<file path="src/rtl/tsswt_pkg.sv">
// Package: shared types and constants for the task slot sleep/wakeup table.
package tsswt_pkg;

  // Table geometry
  localparam int SLOTS  = 16;
  localparam int SLOT_W = (SLOTS > 1) ? $clog2(SLOTS) : 1;

  // Field widths
  localparam int PERIOD_W = 16;
  localparam int TICK_W   = 32;
  localparam int PRIO_W   = 8;
  localparam int MASK_W   = 16;
  localparam int DIV_CNT_W = $clog2(TICK_W);

  localparam logic [PERIOD_W-1:0] PERIOD_RESET = PERIOD_W'(10);

  typedef enum logic [1:0] {
    KIND_CREATE = 2'd0,
    KIND_SLEEP  = 2'd1,
    KIND_TICK   = 2'd2,
    KIND_EXIT   = 2'd3
  } kind_t;

  typedef enum logic [1:0] {
    STATUS_OK       = 2'd0,
    STATUS_NO_FREE  = 2'd1,
    STATUS_BAD_SLOT = 2'd2
  } status_t;

  typedef enum logic [2:0] {
    ST_IDLE,
    ST_DIV,
    ST_ADD,
    ST_SCAN,
    ST_DONE
  } state_t;

  typedef struct packed {
    kind_t             kind;
    logic [3:0]        task_slot;
    logic [PRIO_W-1:0] priority_req;
    logic [TICK_W-1:0] sleep_ms;
    logic [TICK_W-1:0] now_tick;
  } in_word_t;

  typedef struct packed {
    status_t           status;
    logic [3:0]        alloc_slot;
    logic [MASK_W-1:0] woken_mask;
    logic [TICK_W-1:0] wake_deadline;
  } out_word_t;

endpackage

</file>
<file path="src/rtl/task_slot_sleep_wakeup_table.sv">
// Top level: task slot table with create, sleep, tick wakeup and exit items.
//
// Usage:
//   Input words (in_word) are taken when in_valid is high and in_stall is
//   low; one result word comes back on out_word for every input word, in
//   order, under out_valid / out_stall. cfg_we with cfg_data sets the tick
//   period in milliseconds (zero acts as one); write it only while idle.
// Steps (from accept to the raising of out_valid, no stall):
//   create / exit, sleep on a bad slot: the output register is loaded.
//   sleep: a shared bit-serial divider takes one quotient bit
//     per cycle (32 steps), then comes the deadline add, and then the
//     output register is loaded.
//   tick: one shared deadline comparator visits one slot per
//     cycle from slot 1 upward, then the output register is loaded.
// Throughput: one word at a time; in_stall stays high from accept until
//   the result has moved into the output register.
// Reset (rst, synchronous): all slots free and ready, tick period 10 ms,
//   no result pending. When the receiver stalls, the result word holds in
//   the output register and the next input word may already be taken; its
//   own result waits in the sequencer until the register frees.
module task_slot_sleep_wakeup_table
  import tsswt_pkg::*;
(
  input  logic                clk,
  input  logic                rst,
  input  logic                in_valid,
  output logic                in_stall,
  input  in_word_t            in_word,
  output logic                out_valid,
  input  logic                out_stall,
  output out_word_t           out_word,
  input  logic                cfg_we,
  input  logic [PERIOD_W-1:0] cfg_data
);

  state_t state, state_next;

  logic [PERIOD_W-1:0] tick_period_ms;
  logic [SLOTS-1:0]    slot_used;
  logic [SLOTS-1:0]    slot_sleeping;
  logic [PRIO_W-1:0]   slot_priority [SLOTS];
  logic [TICK_W-1:0]   slot_counter  [SLOTS];

  in_word_t            item;
  out_word_t           res;
  out_word_t           res_first;
  logic [PERIOD_W-1:0] rem;
  logic [TICK_W-1:0]   quo;
  logic [DIV_CNT_W-1:0] div_cnt;
  logic [SLOT_W-1:0]   scan_idx;

  logic                in_accept;
  logic                out_free;
  logic [SLOT_W-1:0]   in_slot;
  logic                in_slot_ok;
  logic                free_found;
  logic [SLOT_W-1:0]   free_idx;
  logic [PERIOD_W-1:0] divisor;
  logic [PERIOD_W:0]   rem_sh;
  logic                div_fit;
  logic                div_last;
  logic                scan_last;
  logic                wake_hit;

  assign in_accept = in_valid && !in_stall;
  assign in_stall  = (state != ST_IDLE);
  assign out_free  = !out_valid || !out_stall;

  // Slot addressed by sleep / exit
  assign in_slot    = SLOT_W'(in_word.task_slot);
  assign in_slot_ok = (32'(in_word.task_slot) < SLOTS) && slot_used[in_slot];

  // Lowest free slot
  always_comb begin
    free_found = 1'b0;
    free_idx   = '0;
    for (int i = SLOTS - 1; i >= 0; i--) begin
      if (!slot_used[i]) begin
        free_found = 1'b1;
        free_idx   = SLOT_W'(i);
      end
    end
  end

  // Result fields known at accept
  always_comb begin
    res_first = '{status: STATUS_OK, alloc_slot: '0, woken_mask: '0,
                  wake_deadline: '0};
    case (in_word.kind)
      KIND_CREATE: begin
        if (free_found) begin
          res_first.alloc_slot = 4'(free_idx);
        end else begin
          res_first.status = STATUS_NO_FREE;
        end
      end
      KIND_SLEEP: if (!in_slot_ok) res_first.status = STATUS_BAD_SLOT;
      KIND_EXIT:  if (!(in_slot_ok && in_slot != '0)) res_first.status = STATUS_BAD_SLOT;
      default: ;
    endcase
  end

  // Shared divider step: one restoring step per cycle
  assign divisor  = (tick_period_ms == '0) ? PERIOD_W'(1) : tick_period_ms;
  assign rem_sh   = {rem, quo[TICK_W-1]};
  assign div_fit  = rem_sh >= {1'b0, divisor};
  assign div_last = (div_cnt == '0);

  // Shared deadline comparator for the tick scan
  assign scan_last = (32'(scan_idx) == SLOTS - 1);
  assign wake_hit  = slot_used[scan_idx] && slot_sleeping[scan_idx] &&
                     (item.now_tick >= slot_counter[scan_idx]);

  // State register
  always_ff @(posedge clk) begin
    if (rst) begin
      state <= ST_IDLE;
    end else begin
      state <= state_next;
    end
  end

  // Next state
  always_comb begin
    state_next = state;
    unique case (state)
      ST_IDLE: begin
        if (in_accept) begin
          unique case (in_word.kind)
            KIND_SLEEP: state_next = in_slot_ok ? ST_DIV : ST_DONE;
            KIND_TICK:  state_next = ST_SCAN;
            default:    state_next = ST_DONE;
          endcase
        end
      end
      ST_DIV:  if (div_last) state_next = ST_ADD;
      ST_ADD:  state_next = ST_DONE;
      ST_SCAN: if (scan_last) state_next = ST_DONE;
      ST_DONE: if (out_free) state_next = ST_IDLE;
      default: state_next = ST_IDLE;
    endcase
  end

  // Control state: config register, slot flags, output valid
  always_ff @(posedge clk) begin
    if (rst) begin
      tick_period_ms <= PERIOD_RESET;
      slot_used      <= '0;
      slot_sleeping  <= '0;
      out_valid      <= 1'b0;
    end else begin
      if (cfg_we) begin
        tick_period_ms <= cfg_data;
      end
      if (state == ST_DONE && out_free) begin
        out_valid <= 1'b1;
      end else if (!out_stall) begin
        out_valid <= 1'b0;
      end
      case (state)
        ST_IDLE: begin
          if (in_accept) begin
            if (in_word.kind == KIND_CREATE && free_found) begin
              slot_used[free_idx]     <= 1'b1;
              slot_sleeping[free_idx] <= 1'b0;
            end else if (in_word.kind == KIND_EXIT && in_slot_ok && in_slot != '0) begin
              slot_used[in_slot]     <= 1'b0;
              slot_sleeping[in_slot] <= 1'b0;
            end
          end
        end
        ST_ADD:  slot_sleeping[SLOT_W'(item.task_slot)] <= 1'b1;
        ST_SCAN: if (wake_hit) slot_sleeping[scan_idx] <= 1'b0;
        default: ;
      endcase
    end
  end

  // Datapath: item, divider, scan, slot payload, result
  always_ff @(posedge clk) begin
    if (state == ST_DONE && out_free) begin
      out_word <= res;
    end
    case (state)
      ST_IDLE: begin
        if (in_accept) begin
          item     <= in_word;
          rem      <= '0;
          quo      <= in_word.sleep_ms;
          div_cnt  <= DIV_CNT_W'(TICK_W - 1);
          scan_idx <= SLOT_W'(1);
          res      <= res_first;
          if (in_word.kind == KIND_CREATE && free_found) begin
            slot_priority[free_idx] <= in_word.priority_req;
            slot_counter[free_idx]  <= TICK_W'(in_word.priority_req);
          end
        end
      end
      ST_DIV: begin
        rem     <= div_fit ? PERIOD_W'(rem_sh - {1'b0, divisor}) : rem_sh[PERIOD_W-1:0];
        quo     <= {quo[TICK_W-2:0], div_fit};
        div_cnt <= div_cnt - DIV_CNT_W'(1);
      end
      ST_ADD: begin
        // deadline = now + ceil(ms / period), wrapping
        slot_counter[SLOT_W'(item.task_slot)] <=
          item.now_tick + quo + TICK_W'(rem != '0);
        res.wake_deadline <= item.now_tick + quo + TICK_W'(rem != '0);
      end
      ST_SCAN: begin
        if (wake_hit) begin
          slot_counter[scan_idx] <= TICK_W'(slot_priority[scan_idx]);
          res.woken_mask         <= res.woken_mask | (MASK_W'(1) << scan_idx);
        end
        scan_idx <= scan_idx + SLOT_W'(1);
      end
      default: ;
    endcase
  end

endmodule

</file>
<file path="config.mk">
export PLATFORM = sky130hd
export DESIGN_NAME = task_slot_sleep_wakeup_table
export DESIGN_NICKNAME = d
export VERILOG_FILES = /design/src/rtl/tsswt_pkg.sv /design/src/rtl/task_slot_sleep_wakeup_table.sv
export SDC_FILE = /design/constraint.sdc
export NUM_CORES = 1
export LEC_CHECK = 0
export BUFFER_PORTS_ARGS = -buffer_cell sky130_fd_sc_hd__buf_2
export CELL_PAD_IN_SITES_DETAIL_PLACEMENT = 1
export CELL_PAD_IN_SITES_GLOBAL_PLACEMENT = 2
export CORE_MARGIN = 2
export CORE_UTILIZATION = 45
export CTS_CLUSTER_SIZE = 25
export DETAILED_ROUTE_END_ITERATION = 8
export HOLD_SLACK_MARGIN = 0.12
export PLACE_DENSITY_LB_ADDON = 0.3
export SLEW_MARGIN = 40
export SYNTH_ARGS = -nofsm -noshare
export SYNTH_HDL_FRONTEND = slang
export SYNTH_SLANG_ARGS = --single-unit
</file>
<file path="constraint.sdc">
create_clock -name clk -period 19.15 [get_ports clk]
set_clock_uncertainty 0.1 [all_clocks]
set_input_delay 1.915 -clock clk [delete_from_list [all_inputs] [get_ports clk]]
set_output_delay 1.915 -clock clk [all_outputs]
set_load 0.01 [all_outputs]
</file>
==> out/results.ini, run 1 <==
[grt]
grt_max_degree=82
antenna_found_initial=2
grt_use_total_pct=23.6
grt_pass1_vias=23200
overflow=0
grt_pass1_wl_um=153000

[synthesis]
yosys_warnings=0
yosysMostFrequentCell=edfxtp_1
synthTopCellsByArea=edfxtp_1 66%, mux4_2 12%, ha_1 2.9%, dfxtp_1 2.9%, nand2_1 1.9%
synth_area_per_cell_um2=16.4
synth_top_area_share_pct=65.8
syn_nets=2531
ys_ff_latch=897
synthArstFlopShare_pct=0
syn_area_um2=38400
yosysUniqueCellTypes=83
synthTopCellsByCount=841 x edfxtp_1, 205 x mux4_2, 192 x nand2_1, 147 x nor2_1, 90 x ha_1
synth-edff-count=841
synth_seq_area_share_pct=68.7
synthCells=2339
yosysTopAreaCell=edfxtp_1
synthFlopType=edfxtp_1

[pwr]
p_per_area_nw_per_um2=140
p_seq_share_pct=42.9
comb_power_share_pct=27.2
power_leakage_nw=15.2
clkPwrFrac_pct=30.0
power.switching_mw=1.97
swShare_pct=32.0
internal-power_mw=4.17
ir_drop_mv=0.0710

[clock_tree]
ctsHoldBuffers=0
insertion_delay_ns=0.65
cts-buffers-inserted=95
clk_pin_slew_ns=0.06
tritoncts=done
clockBufferDepth=3
cts_sinks=897
cts-root-buf=clkbuf_16
h-tree-depth=3
cts_setup_buffers=0
cts_resized=0

[critical_path]
cp_max_fo=51
worstPathArrival_ns=6.92
critPathLaunchType=flop
critical_path_class=flop to flop
r2r-end=slot_counter[7][14]$_DFFE_PP_
end_kind=flop
reg2reg_slack_ns=12.40
cp_data_required_time_ns=19.33
r2r_cells=14

[cells_and_area]
diodes=0
fin_nets=2726
nFillCells=8007
area_delta_synth_final_pct=14.5
drive_above_1_share_pct=24.7
instances_no_fill=3757

[detailed_routing]
viasPerCell=5.91
via_count=22200
wl_per_cell_um=27.3
antenna_left=0
drc_errors=0
firstDrtPassIters=7
drt_iter0_markers=1801
wl_um=102000

[timing]
max_freq_mhz=148
slew_violations=0
timing.final.crit_share_pct=35.2
setup_violations=0
hold_slack_ns=0.316
rsz0062_at_grt=no
setup_tns_ns=0
fin_crit_ns=6.75
finalHoldViolations=0
worstMarginPinSlew_ns=0.813
fin_ws_ns=12.40
slew_headroom_pct=45.8

[placed_design]
dp.cells=3580
pre_cts_slack_ns=12.04
hpwl_um=66400
port_buffers=154
gp_routability_congestion=0.871

[min_path]
min-delay-start=res[14]$_SDFFCE_PN0P_
hold_path_depth=0
hold_path.class=flop to flop
min_to=out_word[14]$_DFFE_PP_

[floorplan]
fp-row-count=107
die-area_um2=87700
core_area_um2=84900
die_h_um=296
dieWidth_um=296
initial_core_util_pct=45.2
ioPinCount=155

[status]
status=completed

[job]
drv_cap=0

[critical path, stage by stage (launching register included)]
cell	delay [ns]
dfxtp_4	0.75
buf_4	0.72
buf_4	0.72
mux4_2	0.41
mux4_2	0.49
inv_1	0.16
ha_1	0.18
nand4_1	0.10
o31a_1	0.30
o31ai_1	0.46
and3_1	0.28
buf_4	0.30
nand3_1	0.36
o32ai_4	0.35
buf_4	0.58
[logic make-up after synthesis]
group | count (synthesis) | synth area share, %
compound gates | 350 | 6.37
xor+xnor | 26 | 0.593
fa+ha+maj | 93 | 3.09
buf+inv | 196 | 2.02
flops | 897 | 68.7
mux | 232 | 12.7
simple gates | 545 | 6.52
[cell type report]
type                       instances  area, um2  share of cell area [%]
sequential                       897      26400                    60.0
inverter                          83        312                   0.709
multi-input combinational       1246      11500                    26.2
tap                             1144       1430                    3.26
timing repair buffer             211       1220                    2.78
clock inverter                    58        593                    1.35
clock buffer                     118       2500                    5.70
[through the flow]
stage	utilization, %	power, mW	cell area, um2
detailed placement	48.1	4.32	40800
global placement	48.0	4.26	40800
CTS	51.7	6.17	43900
finish	51.8	6.14	44000
floorplan	-	3.73	38400
global route	51.8	6.43	44000
[power by group through the flow]
stage | sequential [mW] | combinational, mW | clock, mW
floorplan | 2.58 | 1.15 | 0
global placement | 2.67 | 1.59 | 0
detailed placement | 2.67 | 1.65 | 0
CTS | 2.63 | 1.66 | 1.88
global route | 2.66 | 1.83 | 1.95
finish | 2.63 | 1.67 | 1.84
[worst max-delay path by stage]
stage,from,to,slack [ns],depth (start not counted)
after CTS,flop,slot_counter[7][14]$_DFFE_PP_,12.01,16
after detailed placement,flop,slot_counter[7][26]$_DFFE_PP_,12.04,16
after global placement,flop,slot_counter[13][25]$_DFFE_PP_,11.80,15
final,flop,slot_counter[7][14]$_DFFE_PP_,12.40,14
after global routing,flop,slot_counter[11][31]$_DFFE_PP_,11.85,16
after floorplan,flop,slot_counter[11][0]$_DFFE_PP_,12.27,15
[sequential cells by signal (all words and copies together), names as in the netlist, named ones only]
signal and count:
div_cnt 5, item 36, out_valid 1, out_word 54, quo 32, rem 16
res 54, scan_idx 4, slot_counter 512, slot_priority 128, slot_sleeping 16, slot_used 16
state 3, tick_period_ms 16
[cell usage in the layout, fill, tap and decap left out, drive strengths merged, types with 7 or more instances in the layout]
cell and count:
or3 15, a211oi 14, a21o 36, nand2b 19, nor2b 14, nand4 20, edfxtp 841, ha 90
nor2 147, o221ai 8, buf 211, mux2i 27, a32o 8, xor2 8, nor3 42, o21ai 65
o31ai 7, clkinv 42, or2 13, bufinv 10, nor4 11, nand3 33, and2 11, o211ai 17
dfxtp 56, nand2 193, and3 16, inv 87, clkbuf 118, mux4 205, xnor2 18, a21oi 88
a311oi 11, o21a 17, a31oi 22
[per-layer routing]
layer | wire (um) | part of all wire, % | GRT usage [%]
met1 | 45600 | 44 | 33.9
met5 | 0 | 0 | 0
met2 | 49000 | 48 | 38.1
met4 | 1820 | 1.8 | 5.41
met3 | 6150 | 6.0 | 3.78
Note: power is estimated with default switching activity, not from simulation.
==> run 2, diff against run 1 <==
Settings changed: CORE_UTILIZATION 45 to 42.
Clock period 19.15 ns to 5.85 ns, I/O delays scaled along.
==> out/results.ini, run 2 (synthesis gave the netlist of run 1 again) <==
[timing]
slew_headroom_pct=42.4  ; -3.4 points
setup_violations=0  ; unchanged
slew_violations=0  ; unchanged
fin_crit_ns=5.34  ; -1.40 ns
hold_slack_ns=0.152  ; -0.164 ns
rsz0062_at_grt=no
timing.final.crit_share_pct=91.3  ; +56 points
worstMarginPinSlew_ns=0.858  ; +0.0453 ns
finalHoldViolations=0  ; unchanged
max_freq_mhz=187  ; +26%

[floorplan]
core_area_um2=90300  ; +6.4%
die-area_um2=93900  ; +7.0%
fp-row-count=110  ; +2.8%
die_h_um=306  ; +3.5%
dieWidth_um=306  ; +3.5%
ioPinCount=155  ; unchanged
initial_core_util_pct=42.5  ; -2.7 points

[detailed_routing]
viasPerCell=5.81  ; -1.6%
wl_per_cell_um=27.4  ; +0.30%
drc_errors=0  ; unchanged
drt_iter0_markers=2223  ; +23%
firstDrtPassIters=5  ; -2
wl_met3_um=6760  ; +9.9%
wl_um=106000  ; +3.6%
top_layer_used=met4
antenna_left=0  ; unchanged
wl_met1_um=46100  ; +1.2%
via_count=22600  ; +1.7%
met2_length_um=51400  ; +5.0%

[cells_and_area]
nFillCells=8489  ; +6.0%
largest-register=slot_counter
diodes=0  ; unchanged
area_delta_synth_final_pct=17.3
multiInputGateArea_um2=11500  ; -0.20%
register_area_um2=26400  ; unchanged
top_regs=slot_counter: 512 flops, slot_priority: 128 flops
final_core_util_pct=49.9  ; -1.9 points
final_common_cell=edfxtp_1
instances_no_fill=3882  ; +3.3%
largest_register_ffs=512  ; unchanged
drive_above_1_share_pct=23.9  ; -0.74 points
mostFrequentLayoutCells=841 x edfxtp_1, 205 x mux4_2, 190 x nand2_1
fin_nets=2823  ; +3.6%

[critical_path]
r2r-end=slot_counter[11][24]$_DFFE_PP_
critical_path_class=flop to flop
worstPathArrival_ns=5.55  ; -1.37 ns
r2r_cells=15  ; +1
reg2reg_slack_ns=0.51  ; -11.90 ns
end_kind=flop
cp_data_required_time_ns=6.06  ; -13.27 ns
cp_max_fo=52  ; +2.0%
critPathLaunchType=flop

[clock_tree]
tritoncts=done
cts_sinks=897  ; unchanged
cts_resized=0  ; unchanged
cts-root-buf=clkbuf_16
h-tree-depth=3  ; unchanged
clk_pin_slew_ns=0.06  ; about the same
cts_setup_buffers=0  ; unchanged
ctsHoldBuffers=75  ; +75
clockBufferDepth=3  ; unchanged
cts-buffers-inserted=94  ; -1.1%
insertion_delay_ns=0.66  ; about the same

[pwr]
totalPowerFinal_mw=20.1  ; +230%
p_per_area_nw_per_um2=446  ; +220%
ir_drop_mv=0.215  ; +200%
power_leakage_nw=15.7  ; +2.9%

[min_path]
hold_path_depth=3  ; +3
min_to=tick_period_ms[11]$_SDFFE_PP0P_
min-delay-start=cfg_data[11]
hold_path.class=input pin to flop

[placed_design]
dp.cells=3635  ; +1.5%
hpwl_um=69100  ; +4.1%
port_buffers=154  ; unchanged
gp_routability_congestion=0.857  ; -1.7%

[job]
drv_cap=0  ; unchanged

[status]
status=completed

[grt]
overflow=0  ; unchanged
grt_max_degree=65  ; -21%
grt_use_total_pct=22.8  ; -0.83 points
antenna_found_initial=4  ; +2
grt_pass1_wl_um=159000  ; +3.8%
grt_pass1_vias=23900  ; +3.0%

## run 2: cell count changes in the layout (fill, tap and decap cells not counted), sizes merged
cell         before  now
dlygate4sd3       0   75
buf             211  233
clkinv           42   37
clkbuf          118  122
bufinv           10    9
clkinvlp          2    1
inv              87   86
## run 2: area by class of cell
type	instances	share of cell area, %
Clock buffer	121	5.59
Clock inverter	50	1.06
Inverter	83	0.692
Multi-Input combinational cell	1246	25.5
Sequential cell	897	58.6
Tap cell	1176	3.27
Timing Repair Buffer	309	5.28
## run 2: metal layers
layer | track usage (%) | vias up
met5 | 0 | -
met4 | 5.59 | 0
met3 | 3.66 | 125
met2 | 37.4 | 788
met1 | 32.0 | 11800
li1 | - | 9855
## run 2: worst max-delay path: stages (launching register included)
cell,delay [ns]
dfxtp_4,0.55
buf_12,0.32
buf_4,0.40
mux4_2,0.37
mux4_2,0.49
inv_1,0.14
ha_1,0.14
a21o_1,0.11
a211oi_1,0.08
o31a_1,0.28
o31ai_1,0.46
and3_1,0.26
buf_4,0.19
nand3_1,0.31
o32ai_4,0.38
buf_12,0.31
## run 2: worst max-delay path by stage
stage               slack, ns                             end  cells after the start  from
global route             0.27  slot_counter[11][24]$_DFFE_PP_                     15  flop
global placement         0.47   slot_counter[14][4]$_DFFE_PP_                     14  flop
floorplan               -1.03   slot_counter[11][0]$_DFFE_PP_                     15  flop
finish                   0.51  slot_counter[11][24]$_DFFE_PP_                     15  flop
CTS                      0.27   slot_counter[12][6]$_DFFE_PP_                     16  flop
detailed placement       0.30   slot_counter[15][6]$_DFFE_PP_                     16  flop
## run 2: metrics by stage
| stage | setup WS (ns) | cell area [um2] | TNS [ns] |
|---|---|---|---|
| 2_1_floorplan | -1.03 | 38400 | -132.16 |
| 3_3_place_gp | 0.474 | 41200 | 0 |
| 3_5_place_dp | 0.301 | 41200 | 0 |
| 4_1_cts | 0.268 | 45000 | 0 |
| 5_1_grt | 0.268 | 45000 | 0 |
| 6_report | 0.508 | 45000 | 0 |
## run 2: power breakdown
| part | internal [mW] | switching [mW] | total [mW] | leakage [nW] |
|---|---|---|---|---|
| clock | 3.43 | 2.45 | 5.88 | 1.47 |
| sequential | 8.04 | 0.533 | 8.57 | 8.25 |
| combinational | 2.22 | 3.44 | 5.66 | 5.96 |
| total | 13.7 | 6.42 | 20.1 | 15.7 |
==> run 3, diff against run 2 <==
Settings changed: CORE_MARGIN 2 to unset, GPL_ROUTABILITY_DRIVEN set to 0.
==> out/results.ini, run 3 (synthesis gave the netlist of run 1 again) <==
[status]
status=completed

[timing]
setup_violations=0  ; unchanged
rsz0062_at_grt=no
slew_violations=0  ; unchanged
fin_ws_ns=0.359  ; -0.150 ns
finalHoldViolations=0  ; unchanged
max_freq_mhz=182  ; -2.7%
slew_headroom_pct=42.1  ; -0.30 points
hold_slack_ns=0.197  ; +0.0449 ns
timing.final.crit_share_pct=93.9  ; +2.6 points
fin_crit_ns=5.49  ; +0.150 ns
worstMarginPinSlew_ns=0.869  ; +0.0107 ns

[grt]
grt_busiest_layer=met2
grt_use_total_pct=23.6  ; +0.77 points
grt_pass1_vias=24000  ; +0.38%
use_met2_pct=38.0  ; +0.61 points
antenna_found_initial=5  ; +1
met3_usage_pct=2.94  ; -0.72 points
grt_max_degree=61  ; -6.2%
overflow=0  ; unchanged
grt_pass1_wl_um=161000  ; +1.7%
gr-usage-met1_pct=33.8  ; +1.9 points

[cells_and_area]
final_common_cell=edfxtp_1
nFillCells=8527  ; +0.45%
multiInputGateArea_um2=11500  ; +0.38%
diodes=0  ; unchanged
drive_above_1_share_pct=24.6  ; +0.61 points
register_area_um2=26400  ; unchanged
mostFrequentLayoutCells=841 x edfxtp_1, 205 x mux4_2, 190 x nand2_1
fin_nets=2835  ; +0.43%
largest_register_ffs=512  ; unchanged
finish.instance_area_um2=45400  ; +0.82%
top_regs=slot_counter: 512 flops, slot_priority: 128 flops
area_delta_synth_final_pct=18.3
largest-register=slot_counter

[clock_tree]
cts_resized=0  ; unchanged
h-tree-depth=3  ; unchanged
tritoncts=done
insertion_delay_ns=0.68  ; +0.02 ns
clockBufferDepth=3  ; unchanged
ctsHoldBuffers=83  ; +11%
cts-buffers-inserted=95  ; +1.1%
cts_sinks=897  ; unchanged
cts-root-buf=clkbuf_16
cts_setup_buffers=0  ; unchanged
clk_pin_slew_ns=0.06  ; about the same

[critical_path]
cp_max_fo=35  ; -33%
critPathLaunchType=flop
critical_path_class=flop to flop
worstPathArrival_ns=5.75  ; +0.20 ns
end_kind=flop
cp_data_required_time_ns=6.11  ; +0.05 ns

[placed_design]
placed_area_um2=41300  ; +0.25%
pre_cts_slack_ns=0.191  ; -0.110 ns
hpwl_um=70200  ; +1.5%
port_buffers=154  ; unchanged

[job]
drv_cap=0  ; unchanged

[detailed_routing]
drt_iter0_markers=2132  ; -4.1%
via_count=22800  ; +1.1%
wl_per_cell_um=28.0  ; +2.4%
wl_um=109000  ; +2.9%
viasPerCell=5.85  ; +0.68%
firstDrtPassIters=5  ; unchanged
drc_errors=0  ; unchanged
antenna_left=0  ; unchanged

[floorplan]
die-area_um2=92600  ; -1.3%
core_area_um2=90300  ; unchanged
fp-row-count=110  ; unchanged
initial_core_util_pct=42.5  ; unchanged
dieWidth_um=304  ; -0.65%
die_h_um=304  ; -0.65%
ioPinCount=155  ; unchanged

[pwr]
power_leakage_nw=15.8  ; +0.81%
totalPowerFinal_mw=20.5  ; +1.9%
ir_drop_mv=0.221  ; +2.8%
p_per_area_nw_per_um2=451  ; +1.1%

[min_path]
hold_path.class=input pin to flop

[run 3: changes by cell type in the layout (fill, tap and decap cells not counted), moves of 3 or more]
| cell | before | now |
|---|---|---|
| bufinv_16 | 9 | 12 |
| nor3_4 | 0 | 3 |
| buf_4 | 59 | 55 |
| dlygate4sd3_1 | 75 | 83 |
| buf_8 | 0 | 4 |
| clkinvlp_4 | 1 | 5 |
| clkbuf_1 | 24 | 20 |
[run 3: final timing paths]
kind	start	end	slack (ns)	cells after the start
worst max-delay path	flop	slot_counter[13][18]$_DFFE_PP_	0.36	13
worst min-delay path	in_word[72]	item[72]$_DFFE_PP_	0.20	1
worst max register to register	flop	slot_counter[13][18]$_DFFE_PP_	0.36	13
worst min register to register	res[18]$_SDFFCE_PN0P_	out_word[18]$_DFFE_PP_	0.31	0
[run 3: layout make-up]
type	instances	share of cell area (%)
clock inverters	62	1.47
repair buffers	320	5.62
clock buffers	116	5.46
well taps	1176	3.24
inverters	83	0.686
multi-input cells	1246	25.4
flip-flops and latches	897	58.1
[run 3: critical path, stage by stage (launching register included)]
cell      delay [ns]
dfxtp_4         0.39
buf_12          0.29
mux4_2          0.56
mux4_2          0.49
inv_1           0.14
ha_1            0.17
and4_1          0.23
nor3b_1         0.49
o21ai_0         0.17
o31ai_1         0.40
and3_1          0.41
and3_1          0.42
a2bb2o_2        0.63
buf_12          0.24
[run 3: stage by stage]
| stage | utilization [%] | cells | setup TNS (ns) |
|---|---|---|---|
| 3_3_place_gp | 45.7 | 3633 | 0 |
| 6_report | 50.3 | 3900 | 0 |
| 5_1_grt | 50.3 | 3900 | 0 |
| 2_1_floorplan | - | 2339 | -132.16 |
| 4_1_cts | 50.2 | 3898 | 0 |
| 3_5_place_dp | 45.8 | 3637 | 0 |
[run 3: where the power goes]
group          switching [mW]  internal, mW
sequential              0.488          8.04
combinational            3.55          2.27
clock                    2.59          3.56
[run 3: per-layer routing]
layer  wire, um  part of all wire, %
met4       2370                  2.2
met2      52300                   48
met5          0                    0
met1      47800                   44
met3       6740                  6.2
